`src/hw/rtl/dtc_pkg.sv`:
```
// dtc_pkg: shared types, constants and the microcode rom of the die temperature block
// used by dtc_useq, dtc_div, dtc_ring and die_temp_conversion_avg; no dependencies
package dtc_pkg;

    // configuration and field widths
    localparam int SAMPLE_W   = 12;
    localparam int CFG_IDX_W  = 2;
    localparam int OUT_W      = 16;
    localparam int FAULT_W    = 2;
    localparam int WINDOW_DEF = 10;

    // register indexes
    localparam logic [CFG_IDX_W-1:0] CFG_CAL_30C  = 2'd0;
    localparam logic [CFG_IDX_W-1:0] CFG_CAL_110C = 2'd1;
    localparam logic [CFG_IDX_W-1:0] CFG_VREF_CAL = 2'd2;

    // register reset values
    localparam logic [SAMPLE_W-1:0] CAL_30C_RST  = 12'd1727;
    localparam logic [SAMPLE_W-1:0] CAL_110C_RST = 12'd1308;
    localparam logic [SAMPLE_W-1:0] VREF_CAL_RST = 12'd1520;

    // fault codes
    localparam logic [FAULT_W-1:0] FAULT_OK        = 2'd0;
    localparam logic [FAULT_W-1:0] FAULT_VREF_ZERO = 2'd1;
    localparam logic [FAULT_W-1:0] FAULT_CAL_BAD   = 2'd2;

    // arithmetic constants
    localparam logic [SAMPLE_W-1:0] CAL_MV        = 12'd3300;
    localparam logic [SAMPLE_W-1:0] SLOPE_SPAN    = 12'd800;
    localparam logic [SAMPLE_W-1:0] OFFSET_TENTHS = 12'd300;

    // datapath widths
    localparam int MUL_A_W = 30;
    localparam int MUL_B_W = SAMPLE_W + 1;
    localparam int PROD_W  = MUL_A_W + MUL_B_W;
    localparam int ACC_W   = 40;
    localparam int DIVD_W  = 34;
    localparam int DIVS_W  = 24;
    localparam int DIV_QW  = 16;

    // microcode fields
    typedef enum logic [2:0] {
        MUL_NONE = 3'd0,
        MUL_VREF = 3'd1,
        MUL_C30  = 3'd2,
        MUL_TV   = 3'd3,
        MUL_X800 = 3'd4,
        MUL_DEN  = 3'd5,
        MUL_OFS  = 3'd6
    } t_mul_sel;

    typedef enum logic [1:0] {
        ACC_HOLD = 2'd0,
        ACC_LOAD = 2'd1,
        ACC_ADD  = 2'd2,
        ACC_SUB  = 2'd3
    } t_acc_op;

    typedef enum logic [1:0] {
        DIV_MV   = 2'd0,
        DIV_TEMP = 2'd1
    } t_div_src;

    typedef enum logic [1:0] {
        WR_NONE   = 2'd0,
        WR_MV     = 2'd1,
        WR_TENTHS = 2'd2,
        WR_AVG    = 2'd3
    } t_wr_sel;

    typedef enum logic [2:0] {
        JC_NONE    = 3'd0,
        JC_ALWAYS  = 3'd1,
        JC_VS_ZERO = 3'd2,
        JC_CAL_BAD = 3'd3,
        JC_ACC_NEG = 3'd4
    } t_jcond;

    localparam int STEP_W = 5;
    typedef logic [STEP_W-1:0] t_step;

    // program addresses
    localparam t_step S_IDLE     = 5'd0;
    localparam t_step S_MV_MUL   = 5'd1;
    localparam t_step S_MV_DIV   = 5'd2;
    localparam t_step S_MV_WAIT  = 5'd3;
    localparam t_step S_MV_WR    = 5'd4;
    localparam t_step S_T_CAL    = 5'd5;
    localparam t_step S_T_TV     = 5'd6;
    localparam t_step S_T_X800   = 5'd7;
    localparam t_step S_T_DEN    = 5'd8;
    localparam t_step S_T_OFS    = 5'd9;
    localparam t_step S_T_DIV    = 5'd10;
    localparam t_step S_T_WAIT   = 5'd11;
    localparam t_step S_T_WR     = 5'd12;
    localparam t_step S_RING_RD  = 5'd13;
    localparam t_step S_RING_WR  = 5'd14;
    localparam t_step S_AVG_WR   = 5'd15;
    localparam t_step S_OUT      = 5'd16;

    typedef struct packed {
        t_mul_sel mul_sel;
        t_acc_op  acc_op;
        logic     den_ld;
        logic     div_start;
        t_div_src div_src;
        logic     wait_div;
        t_wr_sel  wr_sel;
        logic     ring_rd;
        logic     ring_wr;
        logic     wait_in;
        logic     out_load;
        t_jcond   jcond;
        t_step    jtarget;
    } t_ucode;

    // conditions seen by the sequencer
    typedef struct packed {
        logic in_accept;
        logic vs_zero;
        logic cal_bad;
        logic acc_neg;
        logic div_busy;
        logic out_free;
    } t_cond;

    function automatic t_ucode ucode_rom(input t_step s);
        t_ucode w;
        w = '0;
        case (s)
            S_IDLE: begin
                w.wait_in = 1'b1;
            end
            S_MV_MUL: begin
                w.mul_sel = MUL_VREF;
                w.acc_op  = ACC_LOAD;
            end
            S_MV_DIV: begin
                w.div_start = 1'b1;
                w.div_src   = DIV_MV;
                w.jcond     = JC_VS_ZERO;
                w.jtarget   = S_T_CAL;
            end
            S_MV_WAIT: begin
                w.wait_div = 1'b1;
            end
            S_MV_WR: begin
                w.wr_sel = WR_MV;
            end
            S_T_CAL: begin
                w.mul_sel = MUL_C30;
                w.acc_op  = ACC_LOAD;
                w.jcond   = JC_CAL_BAD;
                w.jtarget = S_AVG_WR;
            end
            S_T_TV: begin
                w.mul_sel = MUL_TV;
                w.acc_op  = ACC_SUB;
            end
            S_T_X800: begin
                w.mul_sel = MUL_X800;
                w.acc_op  = ACC_LOAD;
            end
            S_T_DEN: begin
                w.mul_sel = MUL_DEN;
                w.den_ld  = 1'b1;
            end
            S_T_OFS: begin
                w.mul_sel = MUL_OFS;
                w.acc_op  = ACC_ADD;
            end
            S_T_DIV: begin
                w.div_start = 1'b1;
                w.div_src   = DIV_TEMP;
                w.jcond     = JC_ACC_NEG;
                w.jtarget   = S_RING_RD;
            end
            S_T_WAIT: begin
                w.wait_div = 1'b1;
            end
            S_T_WR: begin
                w.wr_sel = WR_TENTHS;
            end
            S_RING_RD: begin
                w.ring_rd = 1'b1;
            end
            S_RING_WR: begin
                w.ring_wr = 1'b1;
            end
            S_AVG_WR: begin
                w.wr_sel = WR_AVG;
            end
            S_OUT: begin
                w.out_load = 1'b1;
                w.jcond    = JC_ALWAYS;
                w.jtarget  = S_IDLE;
            end
            default: begin
                w.jcond   = JC_ALWAYS;
                w.jtarget = S_IDLE;
            end
        endcase
        return w;
    endfunction

endpackage

```
`src/hw/rtl/die_temp_conversion_avg.sv`:
```
// die_temp_conversion_avg: each input beat runs the microcode program to a result in the output
// register (a shorter path with a zero reference sample, a negative temperature or bad
// calibration), its divisions one after the other on the shared divider; one item at a time,
// a new beat is taken only once the last result is in the output register, which waits on a stall
// synchronous active-low reset restores the calibration defaults, empties the ring through its
// valid bits at once (no clearing pass) and drops any pending result
// depends on dtc_pkg, dtc_useq, dtc_div, dtc_ring
module die_temp_conversion_avg #(
    parameter int WINDOW = dtc_pkg::WINDOW_DEF
) (
    input  logic                           i_clk,
    input  logic                           i_rst_n,
    // configuration write channel
    input  logic                           i_cfg_valid,
    output logic                           o_cfg_ready,
    input  logic [dtc_pkg::CFG_IDX_W-1:0]  i_cfg_index,
    input  logic [dtc_pkg::SAMPLE_W-1:0]   i_cfg_data,
    // input sample pair
    input  logic                           i_in_valid,
    output logic                           o_in_stall,
    input  logic [dtc_pkg::SAMPLE_W-1:0]   i_temp_sample,
    input  logic [dtc_pkg::SAMPLE_W-1:0]   i_vref_sample,
    // result
    output logic                           o_out_valid,
    input  logic                           i_out_stall,
    output logic [dtc_pkg::OUT_W-1:0]      o_supply_mv,
    output logic [dtc_pkg::OUT_W-1:0]      o_sample_tenths,
    output logic [dtc_pkg::OUT_W-1:0]      o_avg_tenths,
    output logic [dtc_pkg::FAULT_W-1:0]    o_fault
);
    import dtc_pkg::*;

    localparam int SUM_W = $clog2(WINDOW * 65535 + 1);

    // mean by reciprocal multiplication, exact for every sum the ring can hold
    localparam int     AVG_LOG_W   = $clog2(WINDOW);
    localparam int     AVG_SH      = SUM_W + AVG_LOG_W;
    localparam int     AVG_RCP_W   = SUM_W + 2;
    localparam int     AVG_PROD_W  = SUM_W + AVG_RCP_W;
    localparam longint AVG_RCP_VAL = ((longint'(1) << AVG_SH) + longint'(WINDOW) - longint'(1))
                                     / longint'(WINDOW);
    localparam logic [AVG_RCP_W-1:0] AVG_RCP = AVG_RCP_W'(AVG_RCP_VAL);

    // calibration registers
    logic [SAMPLE_W-1:0] r_cal30;
    logic [SAMPLE_W-1:0] r_cal110;
    logic [SAMPLE_W-1:0] r_vref_cal;

    // working registers of the current item
    logic [SAMPLE_W-1:0]     r_ts;
    logic [SAMPLE_W-1:0]     r_vs;
    logic [OUT_W-1:0]        r_mv;
    logic [OUT_W-1:0]        r_tenths;
    logic [OUT_W-1:0]        r_avg;
    logic signed [ACC_W-1:0] r_acc;
    logic [DIVS_W-1:0]       r_den;

    // output register
    logic                r_o_valid;
    logic [OUT_W-1:0]    r_o_mv;
    logic [OUT_W-1:0]    r_o_tenths;
    logic [OUT_W-1:0]    r_o_avg;
    logic [FAULT_W-1:0]  r_o_fault;

    t_ucode w_cw;
    t_cond  w_cond;
    logic   w_accept;
    logic   w_out_free;
    logic   w_cal_bad;

    logic signed [MUL_A_W-1:0] w_mul_a;
    logic signed [MUL_B_W-1:0] w_mul_b;
    logic signed [PROD_W-1:0]  w_prod;
    logic signed [ACC_W-1:0]   w_prod_acc;

    logic [DIVD_W-1:0]     w_div_dvd;
    logic [DIVS_W-1:0]     w_div_dvs;
    logic                  w_div_busy;
    logic [DIV_QW-1:0]     w_div_q;
    logic                  w_div_sat;
    logic [OUT_W-1:0]      w_div_res;
    logic [SUM_W-1:0]      w_sum;
    logic [AVG_PROD_W-1:0] w_avg_prod;
    logic [OUT_W-1:0]      w_avg;

    // handshakes: new sample only while the sequencer sits in its idle step
    assign o_in_stall  = !w_cw.wait_in;
    assign w_accept    = i_in_valid && !o_in_stall;
    assign w_out_free  = !r_o_valid || !i_out_stall;
    assign o_cfg_ready = 1'b1;

    assign w_cal_bad = r_cal30 <= r_cal110;

    assign w_cond.in_accept = w_accept;
    assign w_cond.vs_zero   = (r_vs == '0);
    assign w_cond.cal_bad   = w_cal_bad;
    assign w_cond.acc_neg   = r_acc[ACC_W-1];
    assign w_cond.div_busy  = w_div_busy;
    assign w_cond.out_free  = w_out_free;

    dtc_useq u_useq (
        .i_clk   (i_clk),
        .i_rst_n (i_rst_n),
        .i_cond  (w_cond),
        .o_cw    (w_cw)
    );

    // config writes, low 12 bits kept, unknown index ignored
    always_ff @(posedge i_clk) begin
        if (!i_rst_n) begin
            r_cal30    <= CAL_30C_RST;
            r_cal110   <= CAL_110C_RST;
            r_vref_cal <= VREF_CAL_RST;
        end else if (i_cfg_valid) begin
            case (i_cfg_index)
                CFG_CAL_30C:  r_cal30    <= i_cfg_data;
                CFG_CAL_110C: r_cal110   <= i_cfg_data;
                CFG_VREF_CAL: r_vref_cal <= i_cfg_data;
                default: ;
            endcase
        end
    end

    // shared multiplier, operands chosen by the control word
    always_comb begin
        case (w_cw.mul_sel)
            MUL_VREF: begin
                w_mul_a = $signed(MUL_A_W'(r_vref_cal));
                w_mul_b = $signed({1'b0, CAL_MV});
            end
            MUL_C30: begin
                w_mul_a = $signed(MUL_A_W'(r_cal30));
                w_mul_b = $signed({1'b0, CAL_MV});
            end
            MUL_TV: begin
                w_mul_a = $signed(MUL_A_W'(r_mv));
                w_mul_b = $signed({1'b0, r_ts});
            end
            MUL_X800: begin
                w_mul_a = r_acc[MUL_A_W-1:0];
                w_mul_b = $signed({1'b0, SLOPE_SPAN});
            end
            MUL_DEN: begin
                w_mul_a = $signed(MUL_A_W'(r_cal30 - r_cal110));
                w_mul_b = $signed({1'b0, CAL_MV});
            end
            MUL_OFS: begin
                w_mul_a = $signed(MUL_A_W'(r_den));
                w_mul_b = $signed({1'b0, OFFSET_TENTHS});
            end
            default: begin
                w_mul_a = '0;
                w_mul_b = '0;
            end
        endcase
    end

    assign w_prod     = w_mul_a * w_mul_b;
    assign w_prod_acc = w_prod[ACC_W-1:0];

    // divider operand select
    always_comb begin
        case (w_cw.div_src)
            DIV_MV: begin
                w_div_dvd = r_acc[DIVD_W-1:0];
                w_div_dvs = DIVS_W'(r_vs);
            end
            DIV_TEMP: begin
                w_div_dvd = r_acc[DIVD_W-1:0];
                w_div_dvs = r_den;
            end
            default: begin
                w_div_dvd = '0;
                w_div_dvs = '0;
            end
        endcase
    end

    dtc_div u_div (
        .i_clk      (i_clk),
        .i_rst_n    (i_rst_n),
        .i_start    (w_cw.div_start),
        .i_dividend (w_div_dvd),
        .i_divisor  (w_div_dvs),
        .o_busy     (w_div_busy),
        .o_quot     (w_div_q),
        .o_sat      (w_div_sat)
    );

    // saturate anything at or above 65536
    assign w_div_res = w_div_sat ? {OUT_W{1'b1}} : w_div_q;

    dtc_ring #(
        .WINDOW (WINDOW),
        .SUM_W  (SUM_W)
    ) u_ring (
        .i_clk   (i_clk),
        .i_rst_n (i_rst_n),
        .i_rd    (w_cw.ring_rd),
        .i_wr    (w_cw.ring_wr),
        .i_data  (r_tenths),
        .o_sum   (w_sum)
    );

    // ring mean, sum times the rounded-up reciprocal of the window
    assign w_avg_prod = AVG_PROD_W'(w_sum) * AVG_PROD_W'(AVG_RCP);
    assign w_avg      = OUT_W'(w_avg_prod >> AVG_SH);

    // datapath registers; mv preset to full scale for a zero reference sample,
    // tenths preset to zero for bad calibration or a negative temperature
    always_ff @(posedge i_clk) begin
        if (w_accept) begin
            r_ts     <= i_temp_sample;
            r_vs     <= i_vref_sample;
            r_mv     <= {OUT_W{1'b1}};
            r_tenths <= '0;
        end else begin
            case (w_cw.wr_sel)
                WR_MV:     r_mv     <= w_div_res;
                WR_TENTHS: r_tenths <= w_div_res;
                WR_AVG:    r_avg    <= w_avg;
                default: ;
            endcase
        end

        case (w_cw.acc_op)
            ACC_LOAD: r_acc <= w_prod_acc;
            ACC_ADD:  r_acc <= r_acc + w_prod_acc;
            ACC_SUB:  r_acc <= r_acc - w_prod_acc;
            default: ;
        endcase

        if (w_cw.den_ld) begin
            r_den <= w_prod[DIVS_W-1:0];
        end
    end

    // output register, loaded by the last step once it is free
    always_ff @(posedge i_clk) begin
        if (!i_rst_n) begin
            r_o_valid <= 1'b0;
        end else if (w_cw.out_load && w_out_free) begin
            r_o_valid <= 1'b1;
        end else if (!i_out_stall) begin
            r_o_valid <= 1'b0;
        end
    end

    always_ff @(posedge i_clk) begin
        if (w_cw.out_load && w_out_free) begin
            r_o_mv     <= r_mv;
            r_o_tenths <= r_tenths;
            r_o_avg    <= r_avg;
            if (w_cal_bad) begin
                r_o_fault <= FAULT_CAL_BAD;
            end else if (r_vs == '0) begin
                r_o_fault <= FAULT_VREF_ZERO;
            end else begin
                r_o_fault <= FAULT_OK;
            end
        end
    end

    assign o_out_valid     = r_o_valid;
    assign o_supply_mv     = r_o_mv;
    assign o_sample_tenths = r_o_tenths;
    assign o_avg_tenths    = r_o_avg;
    assign o_fault         = r_o_fault;

endmodule

```
`src/hw/rtl/dtc_useq.sv`:
```
// dtc_useq: step counter and microcode rom with conditional jumps and wait holds
// depends on dtc_pkg (t_ucode, t_cond, ucode_rom)
module dtc_useq (
    input  logic            i_clk,
    input  logic            i_rst_n,
    input  dtc_pkg::t_cond  i_cond,
    output dtc_pkg::t_ucode o_cw
);
    import dtc_pkg::*;

    t_step  r_step;
    t_step  n_step;
    t_ucode w_rom;
    logic   w_taken;
    logic   w_hold;

    assign w_rom = ucode_rom(r_step);

    always_comb begin
        case (w_rom.jcond)
            JC_NONE:    w_taken = 1'b0;
            JC_ALWAYS:  w_taken = 1'b1;
            JC_VS_ZERO: w_taken = i_cond.vs_zero;
            JC_CAL_BAD: w_taken = i_cond.cal_bad;
            JC_ACC_NEG: w_taken = i_cond.acc_neg;
            default:    w_taken = 1'b0;
        endcase
    end

    assign w_hold = (w_rom.wait_in && !i_cond.in_accept)
                 || (w_rom.out_load && !i_cond.out_free)
                 || (w_rom.wait_div && i_cond.div_busy);

    always_comb begin
        if (w_hold) begin
            n_step = r_step;
        end else if (w_taken) begin
            n_step = w_rom.jtarget;
        end else begin
            n_step = r_step + t_step'(1);
        end
    end

    // a taken jump skips the division it would have started
    always_comb begin
        o_cw = w_rom;
        if (w_taken) begin
            o_cw.div_start = 1'b0;
        end
    end

    always_ff @(posedge i_clk) begin
        if (!i_rst_n) begin
            r_step <= S_IDLE;
        end else begin
            r_step <= n_step;
        end
    end

endmodule

```
`src/hw/rtl/dtc_div.sv`:
```
// dtc_div: shared restoring divider, one quotient bit a cycle, with overflow flag
// depends on dtc_pkg (divider widths)
module dtc_div (
    input  logic                       i_clk,
    input  logic                       i_rst_n,
    input  logic                       i_start,
    input  logic [dtc_pkg::DIVD_W-1:0] i_dividend,
    input  logic [dtc_pkg::DIVS_W-1:0] i_divisor,
    output logic                       o_busy,
    output logic [dtc_pkg::DIV_QW-1:0] o_quot,
    output logic                       o_sat
);
    import dtc_pkg::*;

    localparam int CNT_W = $clog2(DIV_QW + 1);
    localparam int SAT_W = DIVS_W + DIV_QW;

    logic              r_busy;
    logic [CNT_W-1:0]  r_cnt;
    logic [DIVS_W-1:0] r_rem;
    logic [DIVS_W-1:0] r_dvs;
    logic [DIV_QW-1:0] r_qs;
    logic              r_sat;
    logic [DIVS_W:0]   w_rem_sh;
    logic              w_ge;

    // quotient above the 16-bit range: flag it, the low bits are then meaningless
    assign w_rem_sh = {r_rem, r_qs[DIV_QW-1]};
    assign w_ge     = w_rem_sh >= {1'b0, r_dvs};

    always_ff @(posedge i_clk) begin
        if (!i_rst_n) begin
            r_busy <= 1'b0;
            r_cnt  <= '0;
        end else if (i_start) begin
            r_busy <= 1'b1;
            r_cnt  <= CNT_W'(DIV_QW);
        end else if (r_busy) begin
            r_cnt <= r_cnt - CNT_W'(1);
            if (r_cnt == CNT_W'(1)) begin
                r_busy <= 1'b0;
            end
        end
    end

    always_ff @(posedge i_clk) begin
        if (i_start) begin
            r_rem <= DIVS_W'(i_dividend >> DIV_QW);
            r_qs  <= i_dividend[DIV_QW-1:0];
            r_dvs <= i_divisor;
            r_sat <= SAT_W'(i_dividend) >= {i_divisor, {DIV_QW{1'b0}}};
        end else if (r_busy) begin
            r_rem <= w_ge ? DIVS_W'(w_rem_sh - {1'b0, r_dvs}) : w_rem_sh[DIVS_W-1:0];
            r_qs  <= {r_qs[DIV_QW-2:0], w_ge};
        end
    end

    assign o_busy = r_busy;
    assign o_quot = r_qs;
    assign o_sat  = r_sat;

endmodule

```
`src/hw/rtl/dtc_ring.sv`:
```
// dtc_ring: ring of recent temperatures in a memory, with valid bits, index and sum
// depends on dtc_pkg (OUT_W, WINDOW_DEF)
module dtc_ring #(
    parameter int WINDOW = dtc_pkg::WINDOW_DEF,
    parameter int SUM_W  = $clog2(WINDOW * 65535 + 1)
) (
    input  logic                      i_clk,
    input  logic                      i_rst_n,
    input  logic                      i_rd,
    input  logic                      i_wr,
    input  logic [dtc_pkg::OUT_W-1:0] i_data,
    output logic [SUM_W-1:0]          o_sum
);
    import dtc_pkg::*;

    localparam int IDX_W = $clog2(WINDOW);

    logic [OUT_W-1:0]  r_mem [WINDOW];
    logic [WINDOW-1:0] r_vld;
    logic [IDX_W-1:0]  r_idx;
    logic [SUM_W-1:0]  r_sum;
    logic [OUT_W-1:0]  r_old;
    logic              r_old_vld;
    logic [SUM_W-1:0]  w_old;

    // never written slot counts as zero
    assign w_old = r_old_vld ? SUM_W'(r_old) : '0;

    always_ff @(posedge i_clk) begin
        if (i_rd) begin
            r_old <= r_mem[r_idx];
        end
        if (i_wr) begin
            r_mem[r_idx] <= i_data;
        end
    end

    always_ff @(posedge i_clk) begin
        if (!i_rst_n) begin
            r_vld     <= '0;
            r_idx     <= '0;
            r_sum     <= '0;
            r_old_vld <= 1'b0;
        end else begin
            if (i_rd) begin
                r_old_vld <= r_vld[r_idx];
            end
            if (i_wr) begin
                r_vld[r_idx] <= 1'b1;
                r_sum        <= r_sum - w_old + SUM_W'(i_data);
                r_idx        <= (r_idx == IDX_W'(WINDOW - 1)) ? '0 : r_idx + IDX_W'(1);
            end
        end
    end

    assign o_sum = r_sum;

endmodule
```
`config.mk`:
```
export PLATFORM = sky130hd
export DESIGN_NAME = die_temp_conversion_avg
export DESIGN_NICKNAME = d
export VERILOG_FILES = /design/src/hw/rtl/dtc_pkg.sv /design/src/hw/rtl/die_temp_conversion_avg.sv /design/src/hw/rtl/dtc_useq.sv /design/src/hw/rtl/dtc_div.sv /design/src/hw/rtl/dtc_ring.sv
export SDC_FILE = /design/constraint.sdc
export NUM_CORES = 2
export LEC_CHECK = 0
export ABC_AREA = 1
export BUFFER_PORTS_ARGS = -buffer_cell sky130_fd_sc_hd__buf_2
export CAP_MARGIN = 20
export CORE_UTILIZATION = 50
export CTS_CLUSTER_SIZE = 16
export DETAILED_ROUTE_END_ITERATION = 8
export PLACE_DENSITY = 0.73
export SKIP_LAST_GASP = 1
export SLEW_MARGIN = 20
export SYNTH_ARGS = -nofsm -noshare
export SYNTH_HDL_FRONTEND = slang
export SYNTH_SLANG_ARGS = --single-unit
```
`constraint.sdc`:
```
create_clock -name i_clk -period 14.3 [get_ports i_clk]
set_input_delay 2.86 -clock i_clk [delete_from_list [all_inputs] [get_ports i_clk]]
set_output_delay 2.86 -clock i_clk [all_outputs]
set_load 0.005 [all_outputs]
```
* Word level (Yosys, flattened, before mapping)
Memory sizes are Yosys's and may differ from the RTL's. A register that Yosys moved wholly into a read port is not among the register bits. Index checks and enable logic that the tools add are counted.
Operators by class: multipliers 2, order comparisons 5, add/sub/neg operators 9, mux-type cells 41, bitwise gates (word level) 3, reductions and logical operators 30, eq/ne operators 38
Operators with widths (count):
- case mux 30 bit (6 select lines) | 1
- case mux 40 bit (3 select lines) | 1
- 2-to-1 mux 16 bit | 4
- case mux 12 bit (4 select lines) | 1
- case mux 24 bit (2 select lines) | 1
- adder 40 bit | 1
- equality test 5 x 4 -> 1 bit (second input constant) | 8
- >= comparator 34 x 40 -> 1 bit | 1
- multiplier 30 x 13 -> 40 bit | 1
- subtractor 40 bit | 1
- multiplier 20 x 20 -> 39 bit (second input constant) | 1
- 2-to-1 mux 18 bit | 2
- 2-to-1 mux 34 bit | 1
- case mux 8 bit (4 select lines) | 1
- >= comparator 25 x 24 -> 1 bit | 1
- 2-to-1 mux 24 bit | 1
- subtractor 24 bit | 1
- adder 20 x 16 -> 20 bit | 1
- equality test 5 x 3 -> 1 bit (second input constant) | 4
- subtractor 20 bit | 1
- case mux 3 bit (6 select lines) | 1
- 2-to-1 mux 1 bit | 17
- 2-to-1 mux 5 bit | 3
- OR reduction 13 bit | 1
- other kinds (36) | 72
Storage, ports and cells: output and inout bits 53, input bits 43, word-level logic and storage cells 157, register bits 334, RAM bits 160, memories kept 1
Memories:
- u_ring.r_mem | depth 10, width 16, read ports 1, clocked after memory_dff 1, write ports 1, RTL line dtc_ring.sv:18 | logic [OUT_W-1:0] r_mem [WINDOW];

* Longest topological paths before layout
word-level depth 8, gate-level depth with buffers 63, gate-level depth less buffers 61

* Cells and area by module
Synthesis repeated with hierarchy kept, for this count alone.
Second synthesis, totals: cell total of the unflattened synthesis 5663, area, all modules 47897.2 µm²
Modules (own cells, without submodules):
- die_temp_conversion_avg | seq. area each 6005.8 µm², instances 1, cells each 3894, area each 32135.8 µm²
- dtc_ring | seq. area each 5985.7 µm², instances 1, cells each 876, area each 9517.9 µm²
- dtc_div | seq. area each 2011.9 µm², instances 1, cells each 777, area each 5506.5 µm²
- dtc_useq | seq. area each 100.1 µm², instances 1, cells each 116, area each 737.0 µm²

* Worst setup path before layout
OpenSTA, ideal clock, no wires.
path type reg-to-reg, start register r_cal30[0], end register r_acc[39], data pin, cell stages (with the launch flop) 53, setup slack 5.904 ns, buffers on the path 1, clock period less this slack 8.396 ns, library setup time 0.253 ns, required time 14.047 ns, arrival 8.144 ns, cells stage by stage dfxtp_1 inv_1 ha_1 fa_1 inv_1 nand2_1 nand2_1 nand2_1 nand3_1 nor2_4 buf_2 nor3_2 nor2_1 fa_1 inv_1 fa_1 inv_1 fa_1 [... 17 more ...] o21ai_2 xor2_1 ha_1 nand2_1 nor2_1 inv_1 nor2_1 and3_1 o21ai_0 nand3_1 nand2_1 nand2_1 nand3b_1 nand2_1 nand2_1 nand2_1 nand2_1 nand2_1
Between the ends: cells in the longest elaborated chain, start to end 5, elaborated cells on any way between the ends 6, classes of those cells add/sub (3); mul (1); mux (2)
Ends and longest elaborated chain:
- start, declared | RTL line die_temp_conversion_avg.sv:45 | logic [SAMPLE_W-1:0] r_cal30;
- start signal, assigned | RTL line die_temp_conversion_avg.sv:116 | CFG_CAL_30C: r_cal30 <= i_cfg_data;
- subtractor 12 x 12 -> 13 bit | RTL line die_temp_conversion_avg.sv:144 | w_mul_a = $signed(MUL_A_W'(r_cal30 - r_cal110));
- case mux 30 bit (6 select lines) * | RTL line die_temp_conversion_avg.sv:126 | case (w_cw.mul_sel)
- multiplier 30 x 13 -> 40 bit * | RTL line die_temp_conversion_avg.sv:158 | assign w_prod = w_mul_a * w_mul_b;
- named net w_prod[19] | RTL line die_temp_conversion_avg.sv:73 | logic signed [PROD_W-1:0] w_prod;
- subtractor 40 bit or adder 40 bit (tied branches) | RTL line die_temp_conversion_avg.sv:229, die_temp_conversion_avg.sv:228
- case mux 40 bit (3 select lines) * | RTL line die_temp_conversion_avg.sv:226 | case (w_cw.acc_op)
- end signal, assigned | RTL line die_temp_conversion_avg.sv:227 | ACC_LOAD: r_acc <= w_prod_acc;
- end signal, assigned | RTL line die_temp_conversion_avg.sv:228 | ACC_ADD: r_acc <= r_acc + w_prod_acc;
- end signal, assigned | RTL line die_temp_conversion_avg.sv:229 | ACC_SUB: r_acc <= r_acc - w_prod_acc;
- end, declared | RTL line die_temp_conversion_avg.sv:55 | logic signed [ACC_W-1:0] r_acc;
The timed path passes the listed nets; every way through them passes the cells marked *. A chain may end at the register's enable or synchronous reset.

* Worst setup path after layout
start register u_useq.r_step[0], end register r_acc[39], data pin
Between the ends: cells in the longest elaborated chain, start to end 8, elaborated cells on any way between the ends 25, classes of those cells add/sub (2); mul (1); eq/ne (15); mux (5); reduce/logical (2)
Ends and longest elaborated chain:
- start, declared | RTL line dtc_useq.sv:11 | t_step r_step;
- start signal, assigned | RTL line dtc_useq.sv:56 | r_step <= n_step;
- equality test 5 x 4 -> 1 bit, or another cell as far along | RTL line dtc_pkg.sv:130 | case (s)
- case mux 3 bit (6 select lines) * | RTL line dtc_pkg.sv:130
- equality test 3 bit, or another cell as far along | RTL line die_temp_conversion_avg.sv:126
- OR reduction 3 bit (no source line)
- case mux 12 bit (4 select lines) | RTL line die_temp_conversion_avg.sv:126
- multiplier 30 x 13 -> 40 bit * | RTL line die_temp_conversion_avg.sv:158
- named net w_prod[16] | RTL line die_temp_conversion_avg.sv:73
- subtractor 40 bit or adder 40 bit (tied branches) | RTL line die_temp_conversion_avg.sv:229, die_temp_conversion_avg.sv:228
- case mux 40 bit (3 select lines) * | RTL line die_temp_conversion_avg.sv:226
Marks and branches as above.

==> results.toml <==
[run_status]
status = "completed"

[placement]
place.port_buffers = 94
place_congestion = 1.01
dp_slack_ns = 2.74
hpwlAfterDp_um = 109000

[die]
ios = 96
die_area_um2 = 95500
rows = 112
initial_utilization = 0.505
die_width_um = 309
core_area_um2 = 93300
dieHeight_um = 309

[clocking]
post-cts-setup-buffers = 0
path_clk_slew_ns = 0.06
clk_latency_ns = 0.66
cts-root-buf = "clkbuf_16"
cts_sinks = 510
h-tree-depth = 2
cts_buffers = 55
cts_hold_buf = 0
ctsResizeCount = 0
cts.path.max_buffers = 3
cts_tree = "yes"

[global_routing]
grtUsageTotal = 0.288
grt_pass1_wl_um = 212000
grt_max_degree = 67
grt_pass1_vias = 38700
antenna_found_initial = 0
grt-ovfl-total = 0

[layout]
final_common_cell = "inv_1"
multiInputGateArea_um2 = 28200
fin_nets = 6566
area_growth_pct = 8.95
mostFrequentLayoutCells = "inv_1, nand2_1, nor2_1"
antenna-diode-count = 0
final-seq-area_um2 = 14100
drive_gt1_frac = 0.0640
fill_cells = 8526

[critical_path]
cp_data_required_time_ns = 14.67
crit_path_max_fanout = 42
rr_worst_depth = 54
arrival_ns = 12.23
r2r_start = "u_useq.r_step[0]"
critPathMaxStageDelay_ns = 0.77
endpoint_kind = "flip-flop"
crit_type = "reg2reg"
r2r-end = "r_acc[39]"
cpMaxStageDelayCell = "nand3_1"
startpoint_type = "flip-flop"
r2r_setup_slack_ns = 2.44
crit_top_cell = "nand2_1"

[logic_synthesis]
synthCells = 5519
avgSynthCellArea_um2 = 8.54
async_flop_share = 0
yosys_warnings = 0
synth_compound_area_frac = 0.0962
synth_edf_count = 389
yosysSeqAreaShare = 0.299
synthAdderAreaFrac = 0.303
yosys.area_share.simple = 0.171
synth_top_family_by_area = "adder cells"
syn_area_um2 = 47100
ys_ff_latch = 510
synth_xor_area_frac = 0.0213
synth_top_flop_cell = "edfxtp_1"
yosysUniqueCellTypes = 61
synthMuxAreaShare = 0

[routing]
vias = 37900
wl_per_cell_um = 19.3
drc = 0
postRouteAntennaNets = 0
dr.first_iter.drc_count = 3427
routed_wl_um = 134000
drt-vias-per-instance = 5.45
first_pass_iters = 5

[timing]
fin_crit_ns = 11.86
hold_viol = 0
tightestPinTransition_ns = 1.10
period_share = 0.829
fmax_mhz = 84.3
relSlewSlack = 0.263
layout_setup_ws_ns = 2.44
setup_viol = 0
finalMaxSlewViolations = 0
tns_ns = 0
grt_setup_unrepaired = "no"
skew_ns = 0.0503

[hold_path]
whs_endpoint = "o_supply_mv[0]"
hold_depth = 0
hold_path_class = "reg2reg"
hold_path.startpoint = "r_mv[0]"

[job]
maxCapViolCount = 0
==> metrics by stage <==
step / hold slack (ns) / cell area (um^2) / cells / util
3_3_place_gp: 0.404 / 49300 / 6856 / 0.529
6_report: 0.413 / 51400 / 6960 / 0.550
5_1_grt: 0.427 / 51400 / 6960 / 0.550
4_1_cts: 0.418 / 51400 / 6960 / 0.550
2_1_floorplan: 0.400 / 47300 / 5574 / -
3_5_place_dp: 0.405 / 49300 / 6856 / 0.529
==> cells in the mapped netlist (5+ instances only) <==
cell	number	area (um^2)
inv_1	1206	4530
nor2_2	13	81.3
o21ai_0	232	1160
nand3b_1	12	90.1
clkbuf_1	83	312
nor2_4	6	67.6
ha_1	402	5030
a22oi_1	69	518
nand2_1	1038	3900
o22ai_1	12	75.1
o31ai_1	6	45.0
o2111ai_1	6	52.6
nor3_1	59	295
o21ai_1	34	170
nand3_2	5	50.1
nand4_1	42	263
o21a_1	11	82.6
nor3_2	8	80.1
or2_2	30	188
a211oi_1	19	143
buf_6	6	67.6
nand2_2	20	125
nor2_1	481	1810
a31oi_1	13	81.3
fa_1	462	9250
a21oi_1	258	1290
clkinv_1	7	26.3
xor2_1	75	657
buf_1	9	33.8
nor4_1	17	106
nand3_1	155	776
a221oi_1	8	70.1
inv_2	12	45.0
buf_2	17	85.1
o211ai_1	56	420
dfxtp_1	121	2420
xnor2_1	38	333
and3_1	7	43.8
a21o_1	14	105
edfxtp_1	389	11700
a21boi_0	6	45.0
o21bai_1	16	120
==> how the worst max path moves through the flow <==
stage                                start   endpoint  slack, ns
after global routing      u_useq.r_step[0]  r_acc[39]       1.79
after floorplan                 r_cal30[0]  r_acc[39]       5.90
after detailed placement  u_useq.r_step[0]  r_acc[39]       2.74
after global placement    u_useq.r_step[0]  r_acc[39]       2.90
after CTS                 u_useq.r_step[0]  r_acc[39]       2.63
final                     u_useq.r_step[0]  r_acc[39]       2.44
==> sequential cells by signal (all words and copies together), names as in the netlist, 10 cells and up <==
register and count:
u_ring.r_mem 160, r_acc 40, r_den 24, u_div.r_dvs 24, u_div.r_rem 24, u_ring.o_sum 20
o_avg_tenths 16, o_sample_tenths 16, o_supply_mv 16, r_avg 16, r_mv 16, r_tenths 16
u_div.o_quot 16, u_ring.r_old 16, r_cal110 12, r_cal30 12, r_ts 12, r_vref_cal 12
r_vs 12, u_ring.r_vld 10
==> cells by family after synthesis <==
group	Yosys count
AND/OR/NAND/NOR	1909
buffers and inverters	1344
adder cells (fa/ha/maj)	864
AO/OA/AOI/OAI	776
flip-flops	510
XOR/XNOR	114
other	2
==> final cells by class <==
| class | count | share of cell area |
|---|---|---|
| Multi-Input combinational cell | 3720 | 0.549 |
| Sequential cell | 510 | 0.275 |
| Inverter | 1225 | 0.0895 |
| Clock buffer | 71 | 0.0312 |
| Tap cell | 1254 | 0.0306 |
| Timing Repair Buffer | 147 | 0.0169 |
| Clock inverter | 33 | 0.00831 |
==> per-layer routing <==
metal	global-route usage	wire, um
met4	0.115	5710
met3	0.0366	10000
met2	0.488	63900
met1	0.375	54800
met5	0	0
==> worst max-delay path: cells and delay by family, from the launching register on <==
family,cells,cell delay [ns]
AND/OR/NAND/NOR,31,5.06
buffers and inverters,10,1.80
flip-flops,1,0.41
adder cells (fa/ha/maj),8,3.42
AO/OA/AOI/OAI,5,0.84
Power is left out: the tool's default activity adds up to more than one toggle a clock period on the data nets, which glitch-free logic cannot reach.
